$ cat config.mk
export PLATFORM = sky130hd
export DESIGN_NAME = array_list_insert_delete_find
export DESIGN_NICKNAME = d
export VERILOG_FILES = /design/src/design/alidf_pkg.sv /design/src/design/array_list_insert_delete_find.sv /design/src/design/alidf_ctrl.sv /design/src/design/alidf_dp.sv
export SDC_FILE = /design/constraint.sdc
export NUM_CORES = 2
export LEC_CHECK = 0
export ABC_AREA = 1
export BUFFER_PORTS_ARGS = -buffer_cell sky130_fd_sc_hd__buf_2
export CORE_MARGIN = 2
export CORE_UTILIZATION = 43
export DETAILED_ROUTE_END_ITERATION = 10
export MAX_ROUTING_LAYER = met4
export PLACE_DENSITY_LB_ADDON = 0.15
export SYNTH_ARGS = -nofsm -noshare
export SYNTH_HDL_FRONTEND = slang
export SYNTH_SLANG_ARGS = --single-unit
$ cat constraint.sdc
create_clock -name i_clk -period 4.7 [get_ports i_clk]
set_input_delay 0.235 -clock i_clk [delete_from_list [all_inputs] [get_ports i_clk]]
set_output_delay 0.235 -clock i_clk [all_outputs]
set_load 0.02 [all_outputs]
$ cat src/design/alidf_pkg.sv
`default_nettype none

package alidf_pkg;

    // default list depth
    localparam int CAPACITY_DEF = 64;

    // operation codes
    localparam logic [1:0] OP_INSERT = 2'd0;
    localparam logic [1:0] OP_DELETE = 2'd1;
    localparam logic [1:0] OP_FIND   = 2'd2;

    // status codes
    localparam logic [1:0] ST_OK        = 2'd0;
    localparam logic [1:0] ST_FULL      = 2'd1;
    localparam logic [1:0] ST_EMPTY     = 2'd2;
    localparam logic [1:0] ST_NOT_FOUND = 2'd3;

    // request word
    typedef struct packed {
        logic [1:0]         operation;
        logic [6:0]         position;
        logic signed [31:0] item_value;
    } t_in_item;

    // result word
    typedef struct packed {
        logic [1:0] status;
        logic [5:0] found_index;
        logic [6:0] entry_count;
    } t_out_item;

    // controller states
    typedef enum logic [2:0] {
        S_IDLE,
        S_INIT,
        S_LOOP,
        S_RD,
        S_MOVE,
        S_CHK,
        S_PUT,
        S_RESULT
    } t_state;

    // commands from controller to datapath
    typedef struct packed {
        logic       load;
        logic       init_idx;
        logic       rd;
        logic       move;
        logic       step;
        logic       put;
        logic       cnt_inc;
        logic       cnt_dec;
        logic       set_status;
        logic [1:0] status;
        logic       set_found;
        logic       out_load;
    } t_cmd;

    // status from datapath to controller
    typedef struct packed {
        logic [1:0] op;
        logic       full;
        logic       empty;
        logic       loop_done;
        logic       match;
        logic       out_free;
    } t_sts;

endpackage

`default_nettype wire

$ cat src/design/array_list_insert_delete_find.sv
// insert walks init, then a loop/read/move step per entry shifted up, then put and result;
//   delete walks init, a loop/read/move step per entry shifted down, then result; find walks
//   init, a loop/read/check step per entry compared, ending at the first hit or past the count;
//   insert into a full list, delete from an empty list and the unused code skip to result
// a new word is taken only once the previous result is registered; an output stall holds it back
// reset clears the count, controller state and output valid; entry store is not cleared
`default_nettype none

module array_list_insert_delete_find
    import alidf_pkg::*;
#(
    parameter int CAPACITY = CAPACITY_DEF
) (
    input  wire logic     i_clk,
    input  wire logic     i_rst_n,
    input  wire logic     i_in_valid,
    output logic          o_in_stall,
    input  wire t_in_item i_in_item,
    output logic          o_out_valid,
    input  wire logic     i_out_stall,
    output t_out_item     o_out_item
);

    t_cmd cmd;
    t_sts sts;

    // sequencer
    alidf_ctrl u_ctrl (
        .i_clk      (i_clk),
        .i_rst_n    (i_rst_n),
        .i_in_valid (i_in_valid),
        .i_sts      (sts),
        .o_cmd      (cmd),
        .o_in_stall (o_in_stall)
    );

    // store, count and result register
    alidf_dp #(
        .CAPACITY (CAPACITY)
    ) u_dp (
        .i_clk       (i_clk),
        .i_rst_n     (i_rst_n),
        .i_in_item   (i_in_item),
        .i_out_stall (i_out_stall),
        .i_cmd       (cmd),
        .o_sts       (sts),
        .o_out_valid (o_out_valid),
        .o_out_item  (o_out_item)
    );

endmodule

`default_nettype wire

$ cat src/design/alidf_ctrl.sv
`default_nettype none

module alidf_ctrl
    import alidf_pkg::*;
(
    input  wire logic i_clk,
    input  wire logic i_rst_n,
    input  wire logic i_in_valid,
    input  wire t_sts i_sts,
    output t_cmd      o_cmd,
    output logic      o_in_stall
);

    t_state r_state;
    t_state n_state;

    // state register
    always_ff @(posedge i_clk) begin
        if (!i_rst_n) begin
            r_state <= S_IDLE;
        end else begin
            r_state <= n_state;
        end
    end

    // next state
    always_comb begin
        n_state = r_state;
        case (r_state)
            S_IDLE: begin
                if (i_in_valid) begin
                    n_state = S_INIT;
                end
            end
            S_INIT: n_state = S_LOOP;
            S_LOOP: begin
                case (i_sts.op)
                    OP_INSERT: begin
                        if (i_sts.full) begin
                            n_state = S_RESULT;
                        end else if (i_sts.loop_done) begin
                            n_state = S_PUT;
                        end else begin
                            n_state = S_RD;
                        end
                    end
                    OP_DELETE: begin
                        if (i_sts.empty || i_sts.loop_done) begin
                            n_state = S_RESULT;
                        end else begin
                            n_state = S_RD;
                        end
                    end
                    OP_FIND: begin
                        if (i_sts.loop_done) begin
                            n_state = S_RESULT;
                        end else begin
                            n_state = S_RD;
                        end
                    end
                    default: n_state = S_RESULT;
                endcase
            end
            S_RD: begin
                if (i_sts.op == OP_FIND) begin
                    n_state = S_CHK;
                end else begin
                    n_state = S_MOVE;
                end
            end
            S_MOVE: n_state = S_LOOP;
            S_CHK: begin
                if (i_sts.match) begin
                    n_state = S_RESULT;
                end else begin
                    n_state = S_LOOP;
                end
            end
            S_PUT: n_state = S_RESULT;
            S_RESULT: begin
                if (i_sts.out_free) begin
                    n_state = S_IDLE;
                end
            end
            default: n_state = S_IDLE;
        endcase
    end

    // command outputs
    always_comb begin
        o_cmd      = '0;
        o_in_stall = (r_state != S_IDLE);
        case (r_state)
            S_IDLE: o_cmd.load = i_in_valid;
            S_INIT: o_cmd.init_idx = 1'b1;
            S_LOOP: begin
                case (i_sts.op)
                    OP_INSERT: begin
                        if (i_sts.full) begin
                            o_cmd.set_status = 1'b1;
                            o_cmd.status     = ST_FULL;
                        end
                    end
                    OP_DELETE: begin
                        if (i_sts.empty) begin
                            o_cmd.set_status = 1'b1;
                            o_cmd.status     = ST_EMPTY;
                        end else if (i_sts.loop_done) begin
                            o_cmd.cnt_dec = 1'b1;
                        end
                    end
                    OP_FIND: begin
                        if (i_sts.loop_done) begin
                            o_cmd.set_status = 1'b1;
                            o_cmd.status     = ST_NOT_FOUND;
                        end
                    end
                    default: o_cmd.status = ST_OK;
                endcase
            end
            S_RD: o_cmd.rd = 1'b1;
            S_MOVE: begin
                o_cmd.move = 1'b1;
                o_cmd.step = 1'b1;
            end
            S_CHK: begin
                o_cmd.set_found = i_sts.match;
                o_cmd.step      = !i_sts.match;
            end
            S_PUT: begin
                o_cmd.put     = 1'b1;
                o_cmd.cnt_inc = 1'b1;
            end
            S_RESULT: o_cmd.out_load = i_sts.out_free;
            default: o_cmd = '0;
        endcase
    end

endmodule

`default_nettype wire

$ cat src/design/alidf_dp.sv
`default_nettype none

module alidf_dp
    import alidf_pkg::*;
#(
    parameter int CAPACITY = CAPACITY_DEF
) (
    input  wire logic     i_clk,
    input  wire logic     i_rst_n,
    input  wire t_in_item i_in_item,
    input  wire logic     i_out_stall,
    input  wire t_cmd     i_cmd,
    output t_sts          o_sts,
    output logic          o_out_valid,
    output t_out_item     o_out_item
);

    localparam int CW = $clog2(CAPACITY + 1);
    localparam int IW = $clog2(CAPACITY);
    localparam int XW = CW + 7;

    logic [31:0]   mem [CAPACITY];
    logic [31:0]   r_rdata;
    logic [1:0]    r_op;
    logic [31:0]   r_value;
    logic [CW-1:0] r_pos;
    logic [CW-1:0] r_idx;
    logic [CW-1:0] r_count;
    logic [1:0]    r_status;
    logic [CW-1:0] r_found;
    logic          r_out_valid;
    t_out_item     r_out_item;

    logic [XW-1:0] pos_x;
    logic [XW-1:0] cnt_x;
    logic [CW-1:0] pos_c;
    logic [CW-1:0] rd_idx;
    logic [CW:0]   idx_p1;
    logic          out_free;

    // clamp the requested position against the current count
    always_comb begin
        pos_x = XW'(i_in_item.position);
        cnt_x = XW'(r_count);
        pos_c = CW'(i_in_item.position);
        case (i_in_item.operation)
            OP_INSERT: begin
                if (pos_x > cnt_x) begin
                    pos_c = r_count;
                end
            end
            OP_DELETE: begin
                if (r_count == '0) begin
                    pos_c = '0;
                end else if (pos_x > cnt_x - 1'b1) begin
                    pos_c = r_count - 1'b1;
                end
            end
            default: pos_c = '0;
        endcase
    end

    // source address: below for insert, above for delete, current for find
    always_comb begin
        case (r_op)
            OP_INSERT: rd_idx = r_idx - 1'b1;
            OP_DELETE: rd_idx = r_idx + 1'b1;
            default:   rd_idx = r_idx;
        endcase
    end

    assign idx_p1   = {1'b0, r_idx} + 1'b1;
    assign out_free = !r_out_valid || !i_out_stall;

    // status back to the controller
    always_comb begin
        o_sts.op       = r_op;
        o_sts.full     = (r_count == CW'(CAPACITY));
        o_sts.empty    = (r_count == '0);
        o_sts.match    = (r_rdata == r_value);
        o_sts.out_free = out_free;
        case (r_op)
            OP_INSERT: o_sts.loop_done = (r_idx == r_pos);
            OP_DELETE: o_sts.loop_done = (idx_p1 >= {1'b0, r_count});
            default:   o_sts.loop_done = (r_idx >= r_count);
        endcase
    end

    // entry store, one write and one registered read
    always_ff @(posedge i_clk) begin
        if (i_cmd.move) begin
            mem[r_idx[IW-1:0]] <= r_rdata;
        end else if (i_cmd.put) begin
            mem[r_idx[IW-1:0]] <= r_value;
        end
        if (i_cmd.rd) begin
            r_rdata <= mem[rd_idx[IW-1:0]];
        end
    end

    // request and loop registers
    always_ff @(posedge i_clk) begin
        if (i_cmd.load) begin
            r_op     <= i_in_item.operation;
            r_value  <= i_in_item.item_value;
            r_pos    <= pos_c;
            r_status <= ST_OK;
            r_found  <= '0;
        end
        if (i_cmd.init_idx) begin
            case (r_op)
                OP_INSERT: r_idx <= r_count;
                OP_DELETE: r_idx <= r_pos;
                default:   r_idx <= '0;
            endcase
        end else if (i_cmd.step) begin
            if (r_op == OP_INSERT) begin
                r_idx <= r_idx - 1'b1;
            end else begin
                r_idx <= r_idx + 1'b1;
            end
        end
        if (i_cmd.set_status) begin
            r_status <= i_cmd.status;
        end
        if (i_cmd.set_found) begin
            r_found <= r_idx;
        end
    end

    // entry count
    always_ff @(posedge i_clk) begin
        if (!i_rst_n) begin
            r_count <= '0;
        end else if (i_cmd.cnt_inc) begin
            r_count <= r_count + 1'b1;
        end else if (i_cmd.cnt_dec) begin
            r_count <= r_count - 1'b1;
        end
    end

    // output register
    always_ff @(posedge i_clk) begin
        if (!i_rst_n) begin
            r_out_valid <= 1'b0;
        end else if (i_cmd.out_load) begin
            r_out_valid <= 1'b1;
        end else if (!i_out_stall) begin
            r_out_valid <= 1'b0;
        end
        if (i_cmd.out_load) begin
            r_out_item.status      <= r_status;
            r_out_item.found_index <= 6'(r_found);
            r_out_item.entry_count <= 7'(r_count);
        end
    end

    assign o_out_valid = r_out_valid;
    assign o_out_item  = r_out_item;

    // checks
    a_cnt_inc: assert property (@(posedge i_clk) disable iff (!i_rst_n)
        i_cmd.cnt_inc |=> r_count == $past(r_count) + 1'b1)
        else $error("count did not advance on insert");

    a_put_pos: assert property (@(posedge i_clk) disable iff (!i_rst_n)
        i_cmd.put |-> (r_idx == r_pos) && (r_op == OP_INSERT))
        else $error("insert written away from its position");

    a_out_load: assert property (@(posedge i_clk) disable iff (!i_rst_n)
        i_cmd.out_load |-> out_free)
        else $error("result overwrote a held word");

    a_cnt_max: assert property (@(posedge i_clk) disable iff (!i_rst_n)
        i_cmd.cnt_inc |-> r_count < CW'(CAPACITY))
        else $error("insert into a full list");

endmodule

`default_nettype wire
Yosys cells after proc, flatten, opt, wreduce, memory -nomap -nowiden:

Memory sizes are Yosys's and may differ from the RTL's. A register that Yosys moved wholly into a read port is not among the register bits.
Index checks and enable logic that the tools add are counted.

* bits in latches: 0
* input port bits: 45
* flip-flop bits (word level): 82
* memories kept: 1
* logic and storage cells: 107
* RAM bits: 2048
* memory bits (read-only): 0

Memories
* u_dp.mem: depth 64, width 32, read ports 1, clocked after memory_dff 1, write ports 1, RTL line alidf_dp.sv:22 `logic [31:0] mem [CAPACITY];`

* bitwise gates (word level): 1
* $lt $le $gt $ge: 4
* muxes and demuxes: 51
* add/subtract/negate cells: 6
* reduce and logical (&&, ||, !) cells: 16
* shifts and indexed selects: 0
* multipliers: 0
* divide/modulo/power cells: 0
* eq/ne operators: 16

Operators by type and width (count)
* two-way mux 7 bit: 8
* equality test 32 bit: 1
* two-way mux 32 bit: 1
* two-way mux 3 bit: 10
* case mux 7 bit (2 select lines): 2
* case mux 3 bit (7 select lines): 1
* two-way mux 1 bit: 17
* adder 7 x 1 -> 7 bit, second input constant: 2
* > comparator 7 x 14 -> 1 bit: 1
* subtractor 7 x 1 -> 7 bit, second input constant: 2
* equality test 3 bit, second input constant: 4
* two-way mux 6 bit: 2
* case mux 6 bit (2 select lines): 1
* case mux 3 bit (3 select lines): 1
* adder 7 x 1 -> 8 bit, second input constant: 1
* greater-or-equal comparator 8 x 7 -> 1 bit: 1
* nonzero test 2 bit: 4
* subtractor 7 x 1 -> 8 bit, second input constant: 1
* equality test 7 bit: 1
* equality test 7 bit, second input constant: 1
* greater-or-equal comparator 7 bit: 1
* > comparator 7 bit: 1
* logical NOT 7 bit: 1
* equality test 3 x 2 -> 1 bit, second input constant: 2
* 18 further kinds: 27

Logic depth before layout (Yosys ltp):

* depth in word-level cells: 9
* gate-level depth with buffers: 21
* gate-level depth less buffers: 20

Modules after synthesis:

A second synthesis with hierarchy kept.

* cells, all modules: 7362
* area, all modules: 90375.4 um^2

Modules (own cells, without submodules)
* alidf_dp: instances 1, cells each 7282, area an instance 89912.5 um^2
* alidf_ctrl: instances 1, cells each 80, area an instance 462.9 um^2

Worst setup path before layout:

Ideal clock, no wire load.

* path kind: reg-to-reg
* start: register u_ctrl.r_state[0]
* end: memory u_dp.mem[0][28] (data pin)
* cell stages (with the launch flop): 5
* buffers on the path: 2
* library setup time: 0.702 ns
* required time: 3.998 ns
* path slack: 0.602 ns
* data arrival time: 3.396 ns
* cells stage by stage: dfxtp_1 -> clkbuf_1 -> nor3_2 -> clkbuf_1 -> o21ai_0

* longest elaborated chain between the ends: 6

Ends and longest elaborated chain
* start: declaration: RTL line alidf_ctrl.sv:14 `t_state r_state;`
* start signal: assignment: RTL line alidf_ctrl.sv:22 `r_state <= n_state;`
* equality test 3 bit: RTL line alidf_ctrl.sv:93 `case (r_state)`
* two-way mux 2 bit: RTL line alidf_ctrl.sv:93
* two-way mux 1 bit: RTL line alidf_dp.sv:93 `end else if (i_cmd.put) begin`
* two-way mux 1 bit (*): RTL line alidf_dp.sv:91 `if (i_cmd.move) begin`
* two-way mux 1 bit (implied by the code) (*): RTL line alidf_dp.sv:94 `mem[r_idx[IW-1:0]] <= r_value;`
* two-way mux 32 bit (no line) (*)
* end: declaration: RTL line alidf_dp.sv:22

Every way passes the cells marked *; elsewhere a longest branch is shown, timed or not.

Worst setup path after layout:

* start: register u_dp.r_op[0]
* end: register u_dp.r_rdata[0] (read register of u_dp.mem) (data pin)

* longest elaborated chain between the ends: 2

Ends and longest elaborated chain
* start: declaration: RTL line alidf_dp.sv:24 `logic [1:0] r_op;`
* start signal: assignment: RTL line alidf_dp.sv:104 `r_op <= i_in_item.operation;`
* equality test 2 x 1 -> 1 bit or logical NOT 2 bit (tied branches): RTL line alidf_dp.sv:65 `case (r_op)`
* case mux 6 bit (2 select lines) (*): RTL line alidf_dp.sv:65
* end: declaration: RTL line alidf_dp.sv:23 `logic [31:0] r_rdata;`

Marked as above.
A chain may end at the register's enable or synchronous reset.

==> metrics.csv <==
stage,metric,value,unit
placed_design,port bufs,61,
drt,DRC,0,
drt,antenna-violating nets left,0,
synthesis,Synth area leader,edfxtp_1,
clock_tree,clock-pin slew on the worst setup and hold paths,0.06,ns
synthesis,post-synth top area share,71.0,%
cells_and_area,fillers,18400,
setup_path,CP max stage delay,0.52,ns
clock_tree,CTS H-tree depth,4,
grt,first-pass GRT wire length,406000,um
clock_tree,Num CTS Buffers,225,
grt,largest net degree at the start of global routing,107,
synthesis,Synth Net Count,8145,
setup_path,R2R Path Start,u_dp.r_op[0]$_DFFE_PP_,
cells_and_area,fin area,103000,um^2
sta,Max Slew Vio Count,0,
setup_path,Crit Reg-Reg Endpoint,u_dp.r_rdata[0]$_DFFE_PP_,
synthesis,"Seq/Total Area, Yosys",71.2,%
synthesis,Post-Syn Area per Cell,11.3,um^2
sta,# setup viols final,0,
synthesis,"FFs w/ async S/R, synth",0,%
die,Rows,168,
setup_path,Worst path top cell family by delay,simple AND/OR/NAND/NOR gates,
hold_path,Hold Path Class,in -> reg,
synthesis,"count leader, synth",nand2_1,
power,PwrDens,670,nW/um^2
synthesis,Mapped Area,91000,um^2
placed_design,pre-CTS setup slack,0.579,ns
cells_and_area,area added between synthesis and finish,13.7,%
setup_path,Worst R2R Path Depth,15,
cells_and_area,layout net count,8277,
setup_path,CP max FO,47,
die,core outline area,210000,um^2
job,# Max-Cap Violations,0,
clock_tree,CTS max path bufs,3,
synthesis,Yosys cell types,40,
setup_path,Critical Path End,u_dp.r_rdata[0]$_DFFE_PP_,
clock_tree,TritonCTS Sinks,2162,
setup_path,"most used cell, CP",nand3_1,
setup_path,Crit. End Element,flop,
sta,part of the cycle the worst path needs,88.9,%
clock_tree,root buf cell,clkbuf_16,
drt,drt first pass iters,5,
clock_tree,CTS tree,built,
setup_path,Startpoint Class,flop,
cells_and_area,final core occ,49.3,%
drt,Vias,61100,
grt,initial antenna violation count,4,
clock_tree,setup bufs post-CTS,0,
drt,post-DR wirelength/cell,25.0,um
placed_design,routability cong.,0.869,
placed_design,Cells after DPL,10700,
die,Die Area,215000,um^2
run_status,status,completed,
sta,unrepaired setup endpoints after global routing,no,
sta,setup_tns,0,ns
setup_path,Stages on worst setup path,15,
sta,Slew HR,11.2,%
sta,final setup margin,0.519,ns
sta,fmax,239,MHz
setup_path,CP arrival,4.76,ns
die,I/O pin cnt,62,
grt,All-Layer GR Usage,26.3,%
synthesis,"Warnings, synthesis",0,
setup_path,worst reg2reg setup slack,0.52,ns
setup_path,Worst Path Required,5.28,ns
power,leakage power,38.7,nW
cells_and_area,Finished Layout Cells,11200,
synthesis,Commonest cells post-synth,"3,318 x nand2_1, 2,151 x edfxtp_1, 1,004 x nand3_1",
setup_path,CP cell instances,"inv_1, ha_1, inv_4, nand2_4, nand2_1, nand2_8, buf_12, buf_12, nand2_1, o211ai_1, nand3_1, nand3_1, nand3_1, nand3_1, nand2_1",
sta,clk_skew,0.0358,ns
drt,post-DR vias/cell,5.46,
die,Die Y,464,um
synthesis,"Primary FF master, synth",edfxtp_1,
sta,Least-Margin Pin Slew,1.33,ns
synthesis,"flops & latches, synth",2162,
die,Starting Density,43.3,%
grt,vias in the first global route,57500,
drt,final wirelength,279000,um
die,Die Width,464,um
sta,Final Critical Period,4.18,ns
synthesis,"top cells by area, synth","edfxtp_1 71%, nand2_1 14%, nand3_1 5.5%, o211ai_1 2.6%, buf_2 1.9%",
synthesis,number of flops mapped to enable cells by yosys,2151,
setup_path,critical path type,reg -> reg,
synthesis,Cells after Synth,8063,
clock_tree,Clock Latency Late Sink,0.88,ns
grt,Overflow after GRT,0,
drt,initial drt markers,6392,
sta,Final Hold Fails,0,
setup_path,Critical Path Start,u_dp.r_op[0]$_DFFE_PP_,
setup_path,Buf/Inv on CP,4,
power,Worst VDD drop,0.591,mV
placed_design,DP Wirelength,155000,um
cells_and_area,share of cells above drive strength 1,9.67,%
placed_design,"Cell Area, Placed",95900,um^2
setup_path,Slowest cell on crit path,nand3_1,
[report_power, final]
part | total (W) | internal, W | switching [W]
Sequential | 0.0230 | 0.0226 | 0.000419
Combinational | 0.0287 | 0.00782 | 0.0209
Clock | 0.0176 | 0.00998 | 0.00763
Total | 0.0693 | 0.0404 | 0.0289
[area by class of cell]
cell class / count / area, um^2 / area share [%]
sequential: 2162 / 64800 / 62.6
clock inverter: 134 / 1320 / 1.28
multi-input combinational: 5052 / 23100 / 22.3
timing repair buffer: 371 / 3410 / 3.29
tap: 2805 / 3510 / 3.39
clock buffer: 281 / 5860 / 5.66
antenna: 2 / 5.00 / 0.00484
inverter: 383 / 1470 / 1.42
[per-stage QoR]
stage / hold slack [ns] / power, W
floorplan: 0.334 / 0.0412
global placement: 0.406 / 0.0518
detailed placement: 0.405 / 0.0519
CTS: 0.0166 / 0.0694
global route: 0.0618 / 0.0729
finish: 0.0911 / 0.0693
[state kept, by name (all words and copies together) (netlist names)]
register / count
u_dp.mem: 2048
u_dp.r_rdata: 32
u_dp.r_value: 32
u_dp.o_out_item: 15
u_dp.r_count: 7
u_dp.r_idx: 7
u_dp.r_pos: 7
u_dp.r_found: 6
u_ctrl.r_state: 3
u_dp.r_op: 2
u_dp.r_status: 2
u_dp.o_out_valid: 1
[how the worst min path moves through the flow]
stage | slack (ns) | end | cells after the start | from
floorplan | 0.33 | u_dp.r_op[0]$_DFFE_PP_ | 0 | i_in_item[39]
global placement | 0.41 | u_dp.o_out_item[8]$_DFFE_PP_ | 0 | u_dp.r_found[1]$_SDFFCE_PN0P_
detailed placement | 0.41 | u_dp.o_out_item[10]$_DFFE_PP_ | 0 | u_dp.r_found[3]$_SDFFCE_PN0P_
CTS | 0.02 | u_dp.r_value[19]$_DFFE_PP_ | 2 | i_in_item[19]
global route | 0.06 | u_dp.r_value[8]$_DFFE_PP_ | 2 | i_in_item[8]
finish | 0.09 | u_dp.r_value[19]$_DFFE_PP_ | 2 | i_in_item[19]
[routing by layer]
metal	vias up	track usage, %	share of wire, %
met4	0	7.11	2.6
li1	28000	-	-
met3	378	3.97	7.1
met2	2247	41.2	47
met5	-	-	0
met1	30500	36.0	43
[logic make-up after synthesis]
logic type	synth area share, %
AND/OR/NAND/NOR	20.4
flip-flops	71.2
buffers and inverters	4.24
AO/OA/AOI/OAI	3.34
adder cells (fa/ha/maj)	0.509
XOR/XNOR	0.279
[placed cells by master, fill, tap and decap left out, types with 31 or more instances in the layout]
cell type	netlist	final
clkinv_1	1	60
edfxtp_1	2151	2151
buf_2	338	61
o21ai_0	44	31
nand2_1	3318	3299
o211ai_1	315	315
buf_4	57	212
nand3_1	1004	1004
clkbuf_16	0	226
nor2_4	1	67
dlygate4sd3_1	0	45
nor2_1	129	65
inv_1	371	371
buf_12	0	53
ha_1	37	37
or2_2	64	64
clkinv_2	0	36
clkbuf_1	62	55
[repair_timing]
action                                  in CTS  in global routing
endpoints found under the setup margin       0                  0
gates resized for setup                      0                  0
hold buffers                                45                  0
hold endpoints to repair                    88                  0
Power figures use the tool's default switching activity.
